==> config.mk <==
export PLATFORM = sky130hd
export DESIGN_NAME = twsa_ctrl
export DESIGN_NICKNAME = d
export VERILOG_FILES = /design/src/rtl/twsa_pkg.sv /design/src/rtl/twsa_ctrl.sv
export SDC_FILE = /design/constraint.sdc
export NUM_CORES = 1
export LEC_CHECK = 0
export ABC_AREA = 1
export ABC_CLOCK_PERIOD_IN_PS = 1810
export BUFFER_PORTS_ARGS = -buffer_cell sky130_fd_sc_hd__buf_2
export CAP_MARGIN = 20
export CORE_MARGIN = 3
export CORE_UTILIZATION = 54
export CTS_BUF_LIST = sky130_fd_sc_hd__clkbuf_4 sky130_fd_sc_hd__clkbuf_8
export DETAILED_ROUTE_END_ITERATION = 8
export PLACE_DENSITY = 0.81
export SLEW_MARGIN = 20
export SYNTH_ARGS = -nofsm -noshare
export SYNTH_HDL_FRONTEND = slang
export SYNTH_SLANG_ARGS = --single-unit
export TNS_END_PERCENT = 1
==> constraint.sdc <==
create_clock -name clock -period 1.81 [get_ports clock]
set_input_delay 0.362 -clock clock [delete_from_list [all_inputs] [get_ports clock]]
set_output_delay 0.362 -clock clock [all_outputs]
set_load 0.01 [all_outputs]
==> src/rtl/twsa_pkg.sv <==
// ----------------------------------------------------------------------------
// twsa_pkg
// Shared types, widths and codes of the time-weighted statistics accumulator.
// ----------------------------------------------------------------------------
package twsa_pkg;

   localparam int DEF_TIME_BITS = 48;
   localparam int ACC_W         = 64;
   localparam int VAL_W         = 32;
   localparam int CNT_W         = 32;
   localparam int LEN_W         = 32;
   localparam int MODE_W        = 2;

   localparam logic [LEN_W-1:0] DEF_PERIOD_LEN = 32'd5000;

   // response bit layout
   localparam int RSP_MEAN_LO  = 0;
   localparam int RSP_VAR_LO   = RSP_MEAN_LO + ACC_W;
   localparam int RSP_HIGH_LO  = RSP_VAR_LO + ACC_W;
   localparam int RSP_LOW_LO   = RSP_HIGH_LO + VAL_W;
   localparam int RSP_CNT_LO   = RSP_LOW_LO + VAL_W;
   localparam int RSP_DATA_W   = RSP_CNT_LO + CNT_W;

   // iterative multiplier and divider
   localparam int MUL_DIGIT_W  = 16;
   localparam int MUL_STEPS    = ACC_W / MUL_DIGIT_W;
   localparam int MUL_CNT_W    = $clog2(MUL_STEPS);
   localparam int DIV_CNT_W    = $clog2(ACC_W);

   localparam logic [MODE_W-1:0] MODE_RESET  = 2'd0;
   localparam logic [MODE_W-1:0] MODE_SAMPLE = 2'd1;
   localparam logic [MODE_W-1:0] MODE_QUERY  = 2'd2;

   typedef enum logic [4:0] {
      ST_IDLE,
      ST_DECODE,
      ST_RESET,
      ST_S_ELAP,
      ST_S_COMMIT,
      ST_Q_DIV_GO,
      ST_Q_DIV_WAIT,
      ST_Q_MUL_GO,
      ST_Q_MUL_WAIT,
      ST_Q_FIRST,
      ST_Q_CHECK,
      ST_WS_GO,
      ST_WS_WAIT,
      ST_SQ_GO,
      ST_SQ_WAIT,
      ST_WSS_GO,
      ST_WSS_WAIT,
      ST_D_GO,
      ST_D_WAIT,
      ST_V_CHECK,
      ST_V_GO,
      ST_V_WAIT,
      ST_RESP
   } state_type;

   typedef enum logic [3:0] {
      OP_NONE,
      OP_RESET,
      OP_ELAP,
      OP_COMMIT,
      OP_END,
      OP_FIRST,
      OP_ADD_WS,
      OP_SET_SQ,
      OP_ADD_WSS,
      OP_STATS,
      OP_VAR,
      OP_LOAD_RSP
   } dp_op_type;

   typedef enum logic [2:0] {
      MUL_HELD_ELAP,
      MUL_HELD_HELD,
      MUL_SQ_ELAP,
      MUL_QUOT_LEN,
      MUL_MEAN_MEAN
   } mul_sel_type;

   typedef enum logic {
      DIV_END,
      DIV_STATS
   } div_sel_type;

   typedef struct packed {
      logic        capture;
      dp_op_type   op;
      logic        mul_start;
      mul_sel_type mul_sel;
      logic        div_start;
      div_sel_type div_sel;
   } dp_cmd_type;

   typedef struct packed {
      logic [MODE_W-1:0] mode;
      logic              mul_done;
      logic              div_done;
      logic              elap_zero;
      logic              span_zero;
      logic              mean_wide;
      logic              rsp_busy;
   } dp_stat_type;

endpackage

==> src/rtl/twsa_ctrl.sv <==
// ----------------------------------------------------------------------------
// twsa_ctrl
// Sequencer for reset, sample and query items of the statistics accumulator.
// ----------------------------------------------------------------------------
module twsa_ctrl (
   input  logic                  clock,
   input  logic                  reset,
   input  logic                  req_tvalid,
   output logic                  req_tready,
   output twsa_pkg::dp_cmd_type  cmd,
   input  twsa_pkg::dp_stat_type stat
);

   twsa_pkg::state_type state_ff, state_in;

   always_comb begin
      state_in = state_ff;
      unique case (state_ff)
         twsa_pkg::ST_IDLE: begin
            if (req_tvalid) begin
               state_in = twsa_pkg::ST_DECODE;
            end
         end
         twsa_pkg::ST_DECODE: begin
            priority if (stat.mode == twsa_pkg::MODE_RESET) begin
               state_in = twsa_pkg::ST_RESET;
            end else if (stat.mode == twsa_pkg::MODE_SAMPLE) begin
               state_in = twsa_pkg::ST_S_ELAP;
            end else if (stat.mode == twsa_pkg::MODE_QUERY) begin
               state_in = twsa_pkg::ST_Q_DIV_GO;
            end else begin
               state_in = twsa_pkg::ST_IDLE;
            end
         end
         twsa_pkg::ST_RESET:    state_in = twsa_pkg::ST_IDLE;
         twsa_pkg::ST_S_ELAP:   state_in = twsa_pkg::ST_WS_GO;
         twsa_pkg::ST_S_COMMIT: state_in = twsa_pkg::ST_IDLE;
         twsa_pkg::ST_Q_DIV_GO: state_in = twsa_pkg::ST_Q_DIV_WAIT;
         twsa_pkg::ST_Q_DIV_WAIT: begin
            if (stat.div_done) begin
               state_in = twsa_pkg::ST_Q_MUL_GO;
            end
         end
         twsa_pkg::ST_Q_MUL_GO: state_in = twsa_pkg::ST_Q_MUL_WAIT;
         twsa_pkg::ST_Q_MUL_WAIT: begin
            if (stat.mul_done) begin
               state_in = twsa_pkg::ST_Q_FIRST;
            end
         end
         twsa_pkg::ST_Q_FIRST: state_in = twsa_pkg::ST_Q_CHECK;
         twsa_pkg::ST_Q_CHECK: begin
            state_in = stat.elap_zero ? twsa_pkg::ST_RESP : twsa_pkg::ST_WS_GO;
         end
         twsa_pkg::ST_WS_GO: state_in = twsa_pkg::ST_WS_WAIT;
         twsa_pkg::ST_WS_WAIT: begin
            if (stat.mul_done) begin
               state_in = twsa_pkg::ST_SQ_GO;
            end
         end
         twsa_pkg::ST_SQ_GO: state_in = twsa_pkg::ST_SQ_WAIT;
         twsa_pkg::ST_SQ_WAIT: begin
            if (stat.mul_done) begin
               state_in = twsa_pkg::ST_WSS_GO;
            end
         end
         twsa_pkg::ST_WSS_GO: state_in = twsa_pkg::ST_WSS_WAIT;
         twsa_pkg::ST_WSS_WAIT: begin
            if (stat.mul_done) begin
               priority if (stat.mode == twsa_pkg::MODE_SAMPLE) begin
                  state_in = twsa_pkg::ST_S_COMMIT;
               end else if (stat.span_zero) begin
                  state_in = twsa_pkg::ST_RESP;
               end else begin
                  state_in = twsa_pkg::ST_D_GO;
               end
            end
         end
         twsa_pkg::ST_D_GO: state_in = twsa_pkg::ST_D_WAIT;
         twsa_pkg::ST_D_WAIT: begin
            if (stat.div_done) begin
               state_in = twsa_pkg::ST_V_CHECK;
            end
         end
         twsa_pkg::ST_V_CHECK: begin
            state_in = stat.mean_wide ? twsa_pkg::ST_RESP : twsa_pkg::ST_V_GO;
         end
         twsa_pkg::ST_V_GO: state_in = twsa_pkg::ST_V_WAIT;
         twsa_pkg::ST_V_WAIT: begin
            if (stat.mul_done) begin
               state_in = twsa_pkg::ST_RESP;
            end
         end
         twsa_pkg::ST_RESP: begin
            if (!stat.rsp_busy) begin
               state_in = twsa_pkg::ST_IDLE;
            end
         end
         default: state_in = twsa_pkg::ST_IDLE;
      endcase
   end

   always_comb begin
      req_tready    = (state_ff == twsa_pkg::ST_IDLE);
      cmd.capture   = 1'b0;
      cmd.op        = twsa_pkg::OP_NONE;
      cmd.mul_start = 1'b0;
      cmd.mul_sel   = twsa_pkg::MUL_HELD_ELAP;
      cmd.div_start = 1'b0;
      cmd.div_sel   = twsa_pkg::DIV_END;
      unique case (state_ff)
         twsa_pkg::ST_IDLE:     cmd.capture = req_tvalid;
         twsa_pkg::ST_RESET:    cmd.op = twsa_pkg::OP_RESET;
         twsa_pkg::ST_S_ELAP:   cmd.op = twsa_pkg::OP_ELAP;
         twsa_pkg::ST_S_COMMIT: cmd.op = twsa_pkg::OP_COMMIT;
         twsa_pkg::ST_Q_DIV_GO: begin
            cmd.div_start = 1'b1;
            cmd.div_sel   = twsa_pkg::DIV_END;
         end
         twsa_pkg::ST_Q_MUL_GO: begin
            cmd.mul_start = 1'b1;
            cmd.mul_sel   = twsa_pkg::MUL_QUOT_LEN;
         end
         twsa_pkg::ST_Q_MUL_WAIT: begin
            if (stat.mul_done) begin
               cmd.op = twsa_pkg::OP_END;
            end
         end
         twsa_pkg::ST_Q_FIRST: cmd.op = twsa_pkg::OP_FIRST;
         twsa_pkg::ST_WS_GO: begin
            cmd.mul_start = 1'b1;
            cmd.mul_sel   = twsa_pkg::MUL_HELD_ELAP;
         end
         twsa_pkg::ST_WS_WAIT: begin
            if (stat.mul_done) begin
               cmd.op = twsa_pkg::OP_ADD_WS;
            end
         end
         twsa_pkg::ST_SQ_GO: begin
            cmd.mul_start = 1'b1;
            cmd.mul_sel   = twsa_pkg::MUL_HELD_HELD;
         end
         twsa_pkg::ST_SQ_WAIT: begin
            if (stat.mul_done) begin
               cmd.op = twsa_pkg::OP_SET_SQ;
            end
         end
         twsa_pkg::ST_WSS_GO: begin
            cmd.mul_start = 1'b1;
            cmd.mul_sel   = twsa_pkg::MUL_SQ_ELAP;
         end
         twsa_pkg::ST_WSS_WAIT: begin
            if (stat.mul_done) begin
               cmd.op = twsa_pkg::OP_ADD_WSS;
            end
         end
         twsa_pkg::ST_D_GO: begin
            cmd.div_start = 1'b1;
            cmd.div_sel   = twsa_pkg::DIV_STATS;
         end
         twsa_pkg::ST_D_WAIT: begin
            if (stat.div_done) begin
               cmd.op = twsa_pkg::OP_STATS;
            end
         end
         twsa_pkg::ST_V_GO: begin
            cmd.mul_start = 1'b1;
            cmd.mul_sel   = twsa_pkg::MUL_MEAN_MEAN;
         end
         twsa_pkg::ST_V_WAIT: begin
            if (stat.mul_done) begin
               cmd.op = twsa_pkg::OP_VAR;
            end
         end
         twsa_pkg::ST_RESP: begin
            if (!stat.rsp_busy) begin
               cmd.op = twsa_pkg::OP_LOAD_RSP;
            end
         end
         default: begin
            cmd.op = twsa_pkg::OP_NONE;
         end
      endcase
   end

   always_ff @(posedge clock) begin
      if (reset) begin
         state_ff <= twsa_pkg::ST_IDLE;
      end else begin
         state_ff <= state_in;
      end
   end

endmodule

==> impl_metrics.csv, run 1 <==
group,metric,value,unit
route,antenna_left,0,
clock_tree,cts_root_buf,"clkbuf_4",
clock_tree,cts_tree,"done",
floorplanning,die_h,46.8,um
clock_tree,cts_max_path_buffers,2,
setup_path,crit_arrival,1.49,ns
yosys,ys_ff_latch,5,
clock_tree,htreeDepth,1,
finish,drive_above_1_share,0.366,
route,viasPerCell,5.94,
clock_tree,clock_sinks,5,
finish,n_antenna_cell,0,
clock_tree,cts_buffers,3,
grt,antenna_found_initial,0,
finish,largestRegisters,"state_ff: 5 flops",
finish,postLayoutCoreUtil,0.791,
setup_path,critical_path_class,"reg2out",
clock_tree,insertion_delay,0.25,ns
timing,slew_viol_final,0,
route,routed_wl,3110,um
yosys,netlist.area_leader.share,0.204,
route,drt_iter0_markers,118,
timing,period_needed,1.86,ns
placed_design,placedCellCount,210,
timing,fmax,0.539,GHz
power,power_density,493,mW/mm^2
timing,final_hold_viol_count,0,
timing,min_period_over_period,1.03,
setup_path,cp.required,1.45,ns
grt,grt_max_degree,11,
timing,whs,0.333,ns
run,max_cap_viol_count,0,
setup_path,worstSetupEndpointType,"output port",
floorplanning,core_area,0.00154,mm^2
timing,worstMarginPinSlew,0.279,ns
yosys,avgSynthCellArea,5.32,um^2
timing,tns,-0.0644,ns
grt,grt_pass1_vias,1008,
yosys,yosysSeqAreaShare,0.111,
setup_path,start_kind,"flip-flop",
route,drc,0,
yosys,syn_nets,183,
floorplanning,die_width,46.8,um
finish,largest_reg_flops,5,
grt,track_usage,0.280,
yosys,synth_area_leader_cell,"nand2_1",
timing,fin_ws,-0.0461,ns
grt,overflow,0,
power,power.leakage,0.697,nW
yosys,syn_inst,169,
finish,final_common_cell,"nand2_1",
finish,area_growth_syn_to_layout,35.5,%
finish,nFillCells,127,
floorplanning,die-area,0.00219,mm^2
setup_path,slowest_stage,"dfxtp_4",
floorplanning,ios,23,
yosys,synthesis.area,900,um^2
route,wl_per_cell,14.1,um
grt,grt_pass1_wl,4300,um
finish,max_flop_register,"state_ff",
placed_design,port_buffers,22,
setup_path,cp_max_fo,6,
setup_path,cp_cell_sequence,"buf_4 -> nand2_1 -> nor2_1 -> nand2_1 -> o2111ai_1 -> buf_2",
placed_design,dp_hpwl,2190,um
floorplanning,start_util,0.584,
power,power.total,601,uW
route,drtPass1Iterations,5,
floorplanning,num_rows,14,
timing,relSlewSlack,0.814,
hold_path,holdCritPathClass,"in2reg",
yosys,synthTopCellsByArea,"nand2_1, nor2_1, dfxtp_1, nand3_1, inv_1",
setup_path,slowest_delay,0.39,ns
timing,rsz0062_at_grt,"true",
timing,setup_viol_count_final,2,
route,vias,1312,
clock_tree,clkSlewWorstSetupHoldPaths,0.04,ns
setup_path,crit_top_cell,"nand2_1",
timing,fin_skew,0.000904,ns
run_status,violations,"setup timing",
finish,final_cells,221,
power,vdd_ir_drop_max,0.458,mV
yosys,yosysWarnings,0,
yosys,netlist-cell-type-count,26,
finish,most-common-layout-cells,"nand2_1, nor2_1, buf_2, nand3_1, inv_1",
placed_design,finalWeightedCongestion,0.976,
finish,fin_nets,220,
run_status,status,"finished with violations",
[logic make-up (layout without fill, tap and decap cells)]
logic type | Yosys count | in the layout | synth area share
AND/OR/NAND/NOR | 116 | 116 | 0.594
buffers and inverters | 26 | 62 | 0.131
adder cells (fa/ha/maj) | 3 | 3 | 0.0417
flip-flops | 5 | 5 | 0.111
AO/OA/AOI/OAI | 19 | 19 | 0.122
[path summary, 6_finish.rpt]
check                                  from     endpoint  slack (ns)  cells past startpoint
worst max register to register  state_ff[1]  state_ff[0]        0.32                      9
worst min register to register  state_ff[1]  state_ff[1]        0.66                      3
worst min-delay path                  reset  state_ff[1]        0.33                      2
worst max-delay path            state_ff[1]       cmd[7]       -0.05                      6
[synth_stat cells (all sizes together)]
| cell | instances |
|---|---|
| a21oi | 8 |
| a22oi | 1 |
| a31oi | 1 |
| buf | 4 |
| dfxtp | 5 |
| ha | 3 |
| inv | 22 |
| nand2 | 50 |
| nand3 | 23 |
| nand3b | 2 |
| nand4 | 2 |
| nor2 | 36 |
| nor2b | 1 |
| nor3 | 2 |
| o2111ai | 2 |
| o21ai | 7 |
[stage by stage]
stage               worst slack, ns  instance area (um^2)
CTS                         0.00211                  1130
floorplan                     0.219                   900
global placement             0.0792                  1050
global route                 -0.154                  1220
detailed placement         -0.00191                  1050
finish                      -0.0461                  1220
[report_power, final]
part           total (mW)  switching, mW  internal (mW)
Clock               0.147         0.0486         0.0985
Sequential          0.150         0.0287          0.121
Combinational       0.304          0.189          0.115
Total               0.601          0.266          0.334
[critical path: cells and delay by family, from the launching register on]
family	cells	cell delay, ns
DFF	1	0.39
and+or+nand+nor	3	0.44
AOI/OAI and AO/OA	1	0.13
buffers and inverters	2	0.29
[per-layer routing]
layer  part of all wire  routed length [um]  GRT usage  vias up
met5                  0                   0          0        -
met2               0.47                1470      0.463      105
met4              0.058                 182      0.133        0
met3               0.11                 355     0.0498       25
li1                   -                   -          -      619
met1               0.35                1100      0.351      563
[layout make-up]
type	instances	area [um^2]	share of cell area
flip-flops and latches	5	119	0.0975
repair buffers	36	219	0.180
inverters	22	87.6	0.0719
well taps	16	20.0	0.0164
multi-input cells	138	743	0.610
clock buffers	4	30.0	0.0246
[timing repair]
action                     in CTS  in global routing
resized for setup              16                 18
hold buffers                    0                  0
pin swaps                       2                  2
buffers inserted                3                  4
setup endpoints to repair       8                  7
Note: power is estimated with default switching activity, not from simulation.
==> inputs of run 2 (changes only) <==
PLACE_DENSITY = 0.88   (was 0.81)
==> impl_metrics.csv, run 2 (synthesis gave the netlist of run 1 again) <==
group,metric,value,unit
run_status,status,"finished with violations",
run_status,violations,"setup timing",
setup_path,crit_top_cell,"nand2_1",
finish,final_common_cell,"nand2_1",
grt,overflow,0,
clock_tree,cts_tree,"done",
setup_path,critical_path_class,"reg2out",
setup_path,slowest_delay,0.38,ns
timing,whs,0.327,ns
setup_path,crit_arrival,1.52,ns
floorplanning,die-area,0.00219,mm^2
grt,grt_max_degree,12,
finish,regArea,116,um^2
clock_tree,clkSlewWorstSetupHoldPaths,0.05,ns
finish,most-common-layout-cells,"nand2_1, nor2_1, buf_2, nand3_1, inv_1",
floorplanning,die_h,46.8,um
timing,rsz0062_at_grt,"true",
finish,largest_reg_flops,5,
placed_design,finalWeightedCongestion,0.962,
clock_tree,insertion_delay,0.25,ns
finish,fin_nets,225,
power,power.total,647,uW
finish,nFillCells,108,
timing,min_period_over_period,1.04,
timing,slew_viol_final,0,
setup_path,r2r-start,"state_ff[1]",
run,max_cap_viol_count,0,
hold_path,hp-start,"reset",
timing,relSlewSlack,0.813,
clock_tree,htreeDepth,1,
setup_path,rrSetupSlack,0.17,ns
setup_path,start_kind,"flip-flop",
finish,multi_input_area,764,um^2
finish,postLayoutCoreUtil,0.835,
clock_tree,cts_hold_repair.buffers,0,
route,antenna_left,0,
placed_design,dp_hpwl,2400,um
grt,track_usage,0.298,
timing,fmax,0.530,GHz
route,drtPass1Iterations,4,
clock_tree,cts_max_path_buffers,2,
finish,drive_above_1_share,0.400,
grt,antenna_found_initial,0,
route,wl_per_cell,15.9,um
finish,largestRegisters,"state_ff: 5 flops",
setup_path,cp_max_fo,6,
grt,grt_pass1_vias,1070,
placed_design,placedCellCount,210,
floorplanning,start_util,0.584,
timing,fin_skew,0.00471,ns
timing,worstMarginPinSlew,0.278,ns
setup_path,path_delay_family,"flip-flops",
setup_path,worstSetupStartpoint,"state_ff[1]",
route,drc,0,
power,power.leakage,0.732,nW
floorplanning,ios,23,
route,viasPerCell,6.05,
floorplanning,die_width,46.8,um
route,drt_iter0_markers,79,
setup_path,cp_num_buf_inv,2,
clock_tree,cts_buffers,3,
finish,final_cells,226,
setup_path,cp.required,1.45,ns
finish,max_flop_register,"state_ff",
timing,setup_viol_count_final,2,
setup_path,worstSetupEndpointType,"output port",
floorplanning,core_area,0.00154,mm^2
clock_tree,cts_root_buf,"clkbuf_4",
placed_design,port_buffers,22,
route,vias,1368,
setup_path,cp_cell_sequence,"clkbuf_2 -> nand2_1 -> nor2_2 -> nand2_1 -> o2111ai_1 -> buf_2",
timing,fin_ws,-0.0751,ns
floorplanning,num_rows,14,
finish,n_antenna_cell,0,
timing,period_needed,1.89,ns
power,power_density,502,mW/mm^2
power,vdd_ir_drop_max,0.549,mV
grt,grt_pass1_wl,4670,um
timing,final_hold_viol_count,0,
finish,area_growth_syn_to_layout,43.1,%
clock_tree,clock_sinks,5,
hold_path,holdCritPathClass,"in2reg",
route,routed_wl,3600,um
setup_path,slowest_stage,"dfxtp_4",
-- run 2: cell count changes in the layout (fill, tap and decap cells not counted), moves of 2 or more --
cell	before	now
nand2_1	47	44
nor2_2	5	8
buf_6	1	3
nand2_2	3	5
nor2_1	26	24
o21ai_1	2	4
-- run 2: layout make-up --
class | instances | area share
Multi-Input combinational cell | 138 | 0.594
Clock buffer | 4 | 0.0233
Sequential cell | 5 | 0.0904
Tap cell | 16 | 0.0155
Inverter | 22 | 0.0700
Timing Repair Buffer | 41 | 0.207
-- run 2: final timing paths --
kind | to | cells past startpoint
worst max-delay path | cmd[7] | 6
worst min register to register | state_ff[4] | 2
worst min-delay path | state_ff[2] | 2
worst max register to register | state_ff[2] | 11
-- run 2: power breakdown --
group / internal (mW) / switching, mW / total (mW) / leakage, nW
combinational: 0.132 / 0.212 / 0.344 / 0.669
clock: 0.0989 / 0.0557 / 0.155 / 0.0184
sequential: 0.119 / 0.0289 / 0.148 / 0.0441
-- run 2: metrics by stage --
stage	setup WS (ns)	cell area [um^2]	TNS (ns)
5_1_grt	-0.107	1290	-0.284
3_5_place_dp	0.0266	1050	0
2_1_floorplan	0.219	900	0
4_1_cts	-0.0192	1100	-0.0269
6_report	-0.0751	1290	-0.0853
3_3_place_gp	0.0532	1050	0
-- run 2: repair_timing --
| action | in CTS | in global routing |
|---|---|---|
| pin swaps | 0 | 7 |
| endpoints found under the setup margin | 7 | 6 |
| hold endpoints to repair | 0 | 0 |
| setup buffers | 0 | 12 |
| resized for setup | 14 | 27 |
-- run 2: per-layer routing --
metal,GRT usage,vias to the layer above,wire [um]
met4,0.127,0,215
met2,0.461,103,1670
met5,0,-,0
met1,0.390,601,1380
li1,-,637,-
met3,0.0766,27,334
==> inputs of run 3 (changes only) <==
ABC_CLOCK_PERIOD_IN_PS = 1700   (was 1810)
CORE_UTILIZATION = 49   (was 54)
PLACE_DENSITY = 0.85   (was 0.88)
SETUP_SLACK_MARGIN = 0.5   (was unset)
clock period = 1.7 ns   (was 1.81 ns; I/O delays follow)
==> impl_metrics.csv, run 3 (synthesis gave the netlist of run 1 again) <==
group,metric,value,unit
run_status,status,"finished with violations",
run_status,violations,"setup timing",
grt,overflow,0,
timing,relSlewSlack,0.839,
placed_design,place_worst_setup_slack,-0.0162,ns
placed_design,dp_hpwl,2370,um
floorplanning,die_width,48.8,um
clock_tree,cts_max_path_buffers,2,
floorplanning,ios,23,
grt,grt_pass1_wl,5670,um
hold_path,hp-start,"reset",
finish,multi_input_area,812,um^2
placed_design,finalWeightedCongestion,1.00,
finish,drive_above_1_share,0.459,
route,wl_per_cell,18.1,um
placed_design,placedCellCount,221,
timing,fin_skew,0.00196,ns
timing,worstMarginPinSlew,0.239,ns
setup_path,worstSetupEndpointType,"output port",
finish,postLayoutCoreUtil,0.824,
route,viasPerCell,6.40,
timing,final_hold_viol_count,0,
finish,area_growth_syn_to_layout,47.6,%
setup_path,slowest_stage,"dfxtp_4",
finish,final_common_cell,"nand2_1",
route,routed_wl,4220,um
finish,final_cells,233,
grt,grt_max_degree,10,
power,power.leakage,0.721,nW
run,max_cap_viol_count,0,
timing,min_period_over_period,1.09,
clock_tree,clkSlewWorstSetupHoldPaths,0.05,ns
timing,setup_viol_count_final,7,
finish,fin_nets,224,
setup_path,cp_cell_sequence,"nand2_1 -> inv_2 -> nand3_4 -> o21ai_2 -> o21ai_1 -> o2111ai_1 -> buf_2",
power,vdd_ir_drop_max,0.426,mV
setup_path,crit_arrival,1.51,ns
setup_path,start_kind,"flip-flop",
clock_tree,insertion_delay,0.26,ns
timing,period_needed,1.85,ns
clock_tree,htreeDepth,1,
timing,rsz0062_at_grt,"true",
route,drc,0,
route,antenna_left,0,
grt,antenna_found_initial,0,
setup_path,critical_path_class,"reg2out",
floorplanning,start_util,0.558,
grt,track_usage,0.298,
timing,tns,-0.859,ns
setup_path,cp_max_fo,9,
floorplanning,core_area,0.00161,mm^2
finish,n_antenna_cell,0,
clock_tree,cts_root_buf,"clkbuf_4",
hold_path,holdCritPathClass,"in2reg",
clock_tree,cts_tree,"done",
setup_path,r2r-start,"state_ff[1]",
setup_path,slowest_delay,0.38,ns
clock_tree,cts_buffers,3,
timing,fin_ws,-0.155,ns
finish,nFillCells,99,
floorplanning,die_h,48.8,um
route,vias,1492,
floorplanning,num_rows,14,
finish,most-common-layout-cells,"nand2_1, nor2_1, buf_2, buf_4",
timing,fmax,0.539,GHz
power,power.total,731,uW
finish,largest_reg_flops,5,
placed_design,port_buffers,22,
setup_path,rrSetupSlack,0.08,ns
floorplanning,die-area,0.00239,mm^2
finish,regArea,119,um^2
finish,max_flop_register,"state_ff",
grt,grt_pass1_vias,1228,
setup_path,cp.required,1.36,ns
finish,largestRegisters,"state_ff: 5 flops",
power,power_density,551,mW/mm^2
clock_tree,clock_sinks,5,
timing,slew_viol_final,0,
route,drt_iter0_markers,155,
setup_path,worstSetupStartpoint,"state_ff[2]",
route,drtPass1Iterations,6,
-- run 3: cell types whose count changed in the layout (fill, tap and decap cells not counted), moves of 3 or more --
| cell | previous run | this run |
|---|---|---|
| a21oi_2 | 1 | 4 |
| nand3_2 | 3 | 7 |
| buf_4 | 14 | 17 |
| a21oi_1 | 7 | 4 |
| nand3_1 | 18 | 14 |
| nor2_4 | 4 | 7 |
-- run 3: what timing repair did --
| item | 4_1_cts | 5_1_grt |
|---|---|---|
| gates resized for setup | 28 | 14 |
| setup endpoints to repair | 17 | 17 |
| hold buffers | 0 | 0 |
| setup buffers | 5 | 3 |
| pin swaps | 8 | 8 |
-- run 3: area by class of cell --
class,count,area share
Clock buffer,4,0.0226
Inverter,22,0.0660
Multi-Input combinational cell,138,0.612
Sequential cell,5,0.0895
Tap cell,24,0.0226
Timing Repair Buffer,40,0.188
-- run 3: path summary, 6_finish.rpt --
kind / to / depth (start not counted)
max reg2reg: state_ff[2] / 10
min: state_ff[1] / 2
min reg2reg: state_ff[4] / 2
max: cmd[7] / 7
-- run 3: power by group --
| group | switching (mW) | leakage (nW) | internal, mW |
|---|---|---|---|
| sequential | 0.0380 | 0.0444 | 0.129 |
| clock | 0.0628 | 0.0184 | 0.106 |
| combinational | 0.242 | 0.659 | 0.154 |
| total | 0.343 | 0.721 | 0.388 |
-- run 3: worst max-delay path: cells and delay by family, from the launching register on --
kind / cells / cell delay, ns
flip-flops: 1 / 0.38
AO/OA/AOI/OAI: 3 / 0.36
buffers and inverters: 2 / 0.26
AND/OR/NAND/NOR: 2 / 0.25
-- run 3: per-stage QoR --
step                      area, um^2  hold slack [ns]
after detailed placement        1110            0.558
after global placement          1110            0.553
after CTS                       1260            0.294
after global routing            1330            0.330
final                           1330            0.338
after floorplan                  933            0.402
-- run 3: layer usage --
layer | GRT usage | share of wire
met5 | 0 | 0
met4 | 0.133 | 0.10
met3 | 0.0703 | 0.15
met2 | 0.484 | 0.41
met1 | 0.372 | 0.34
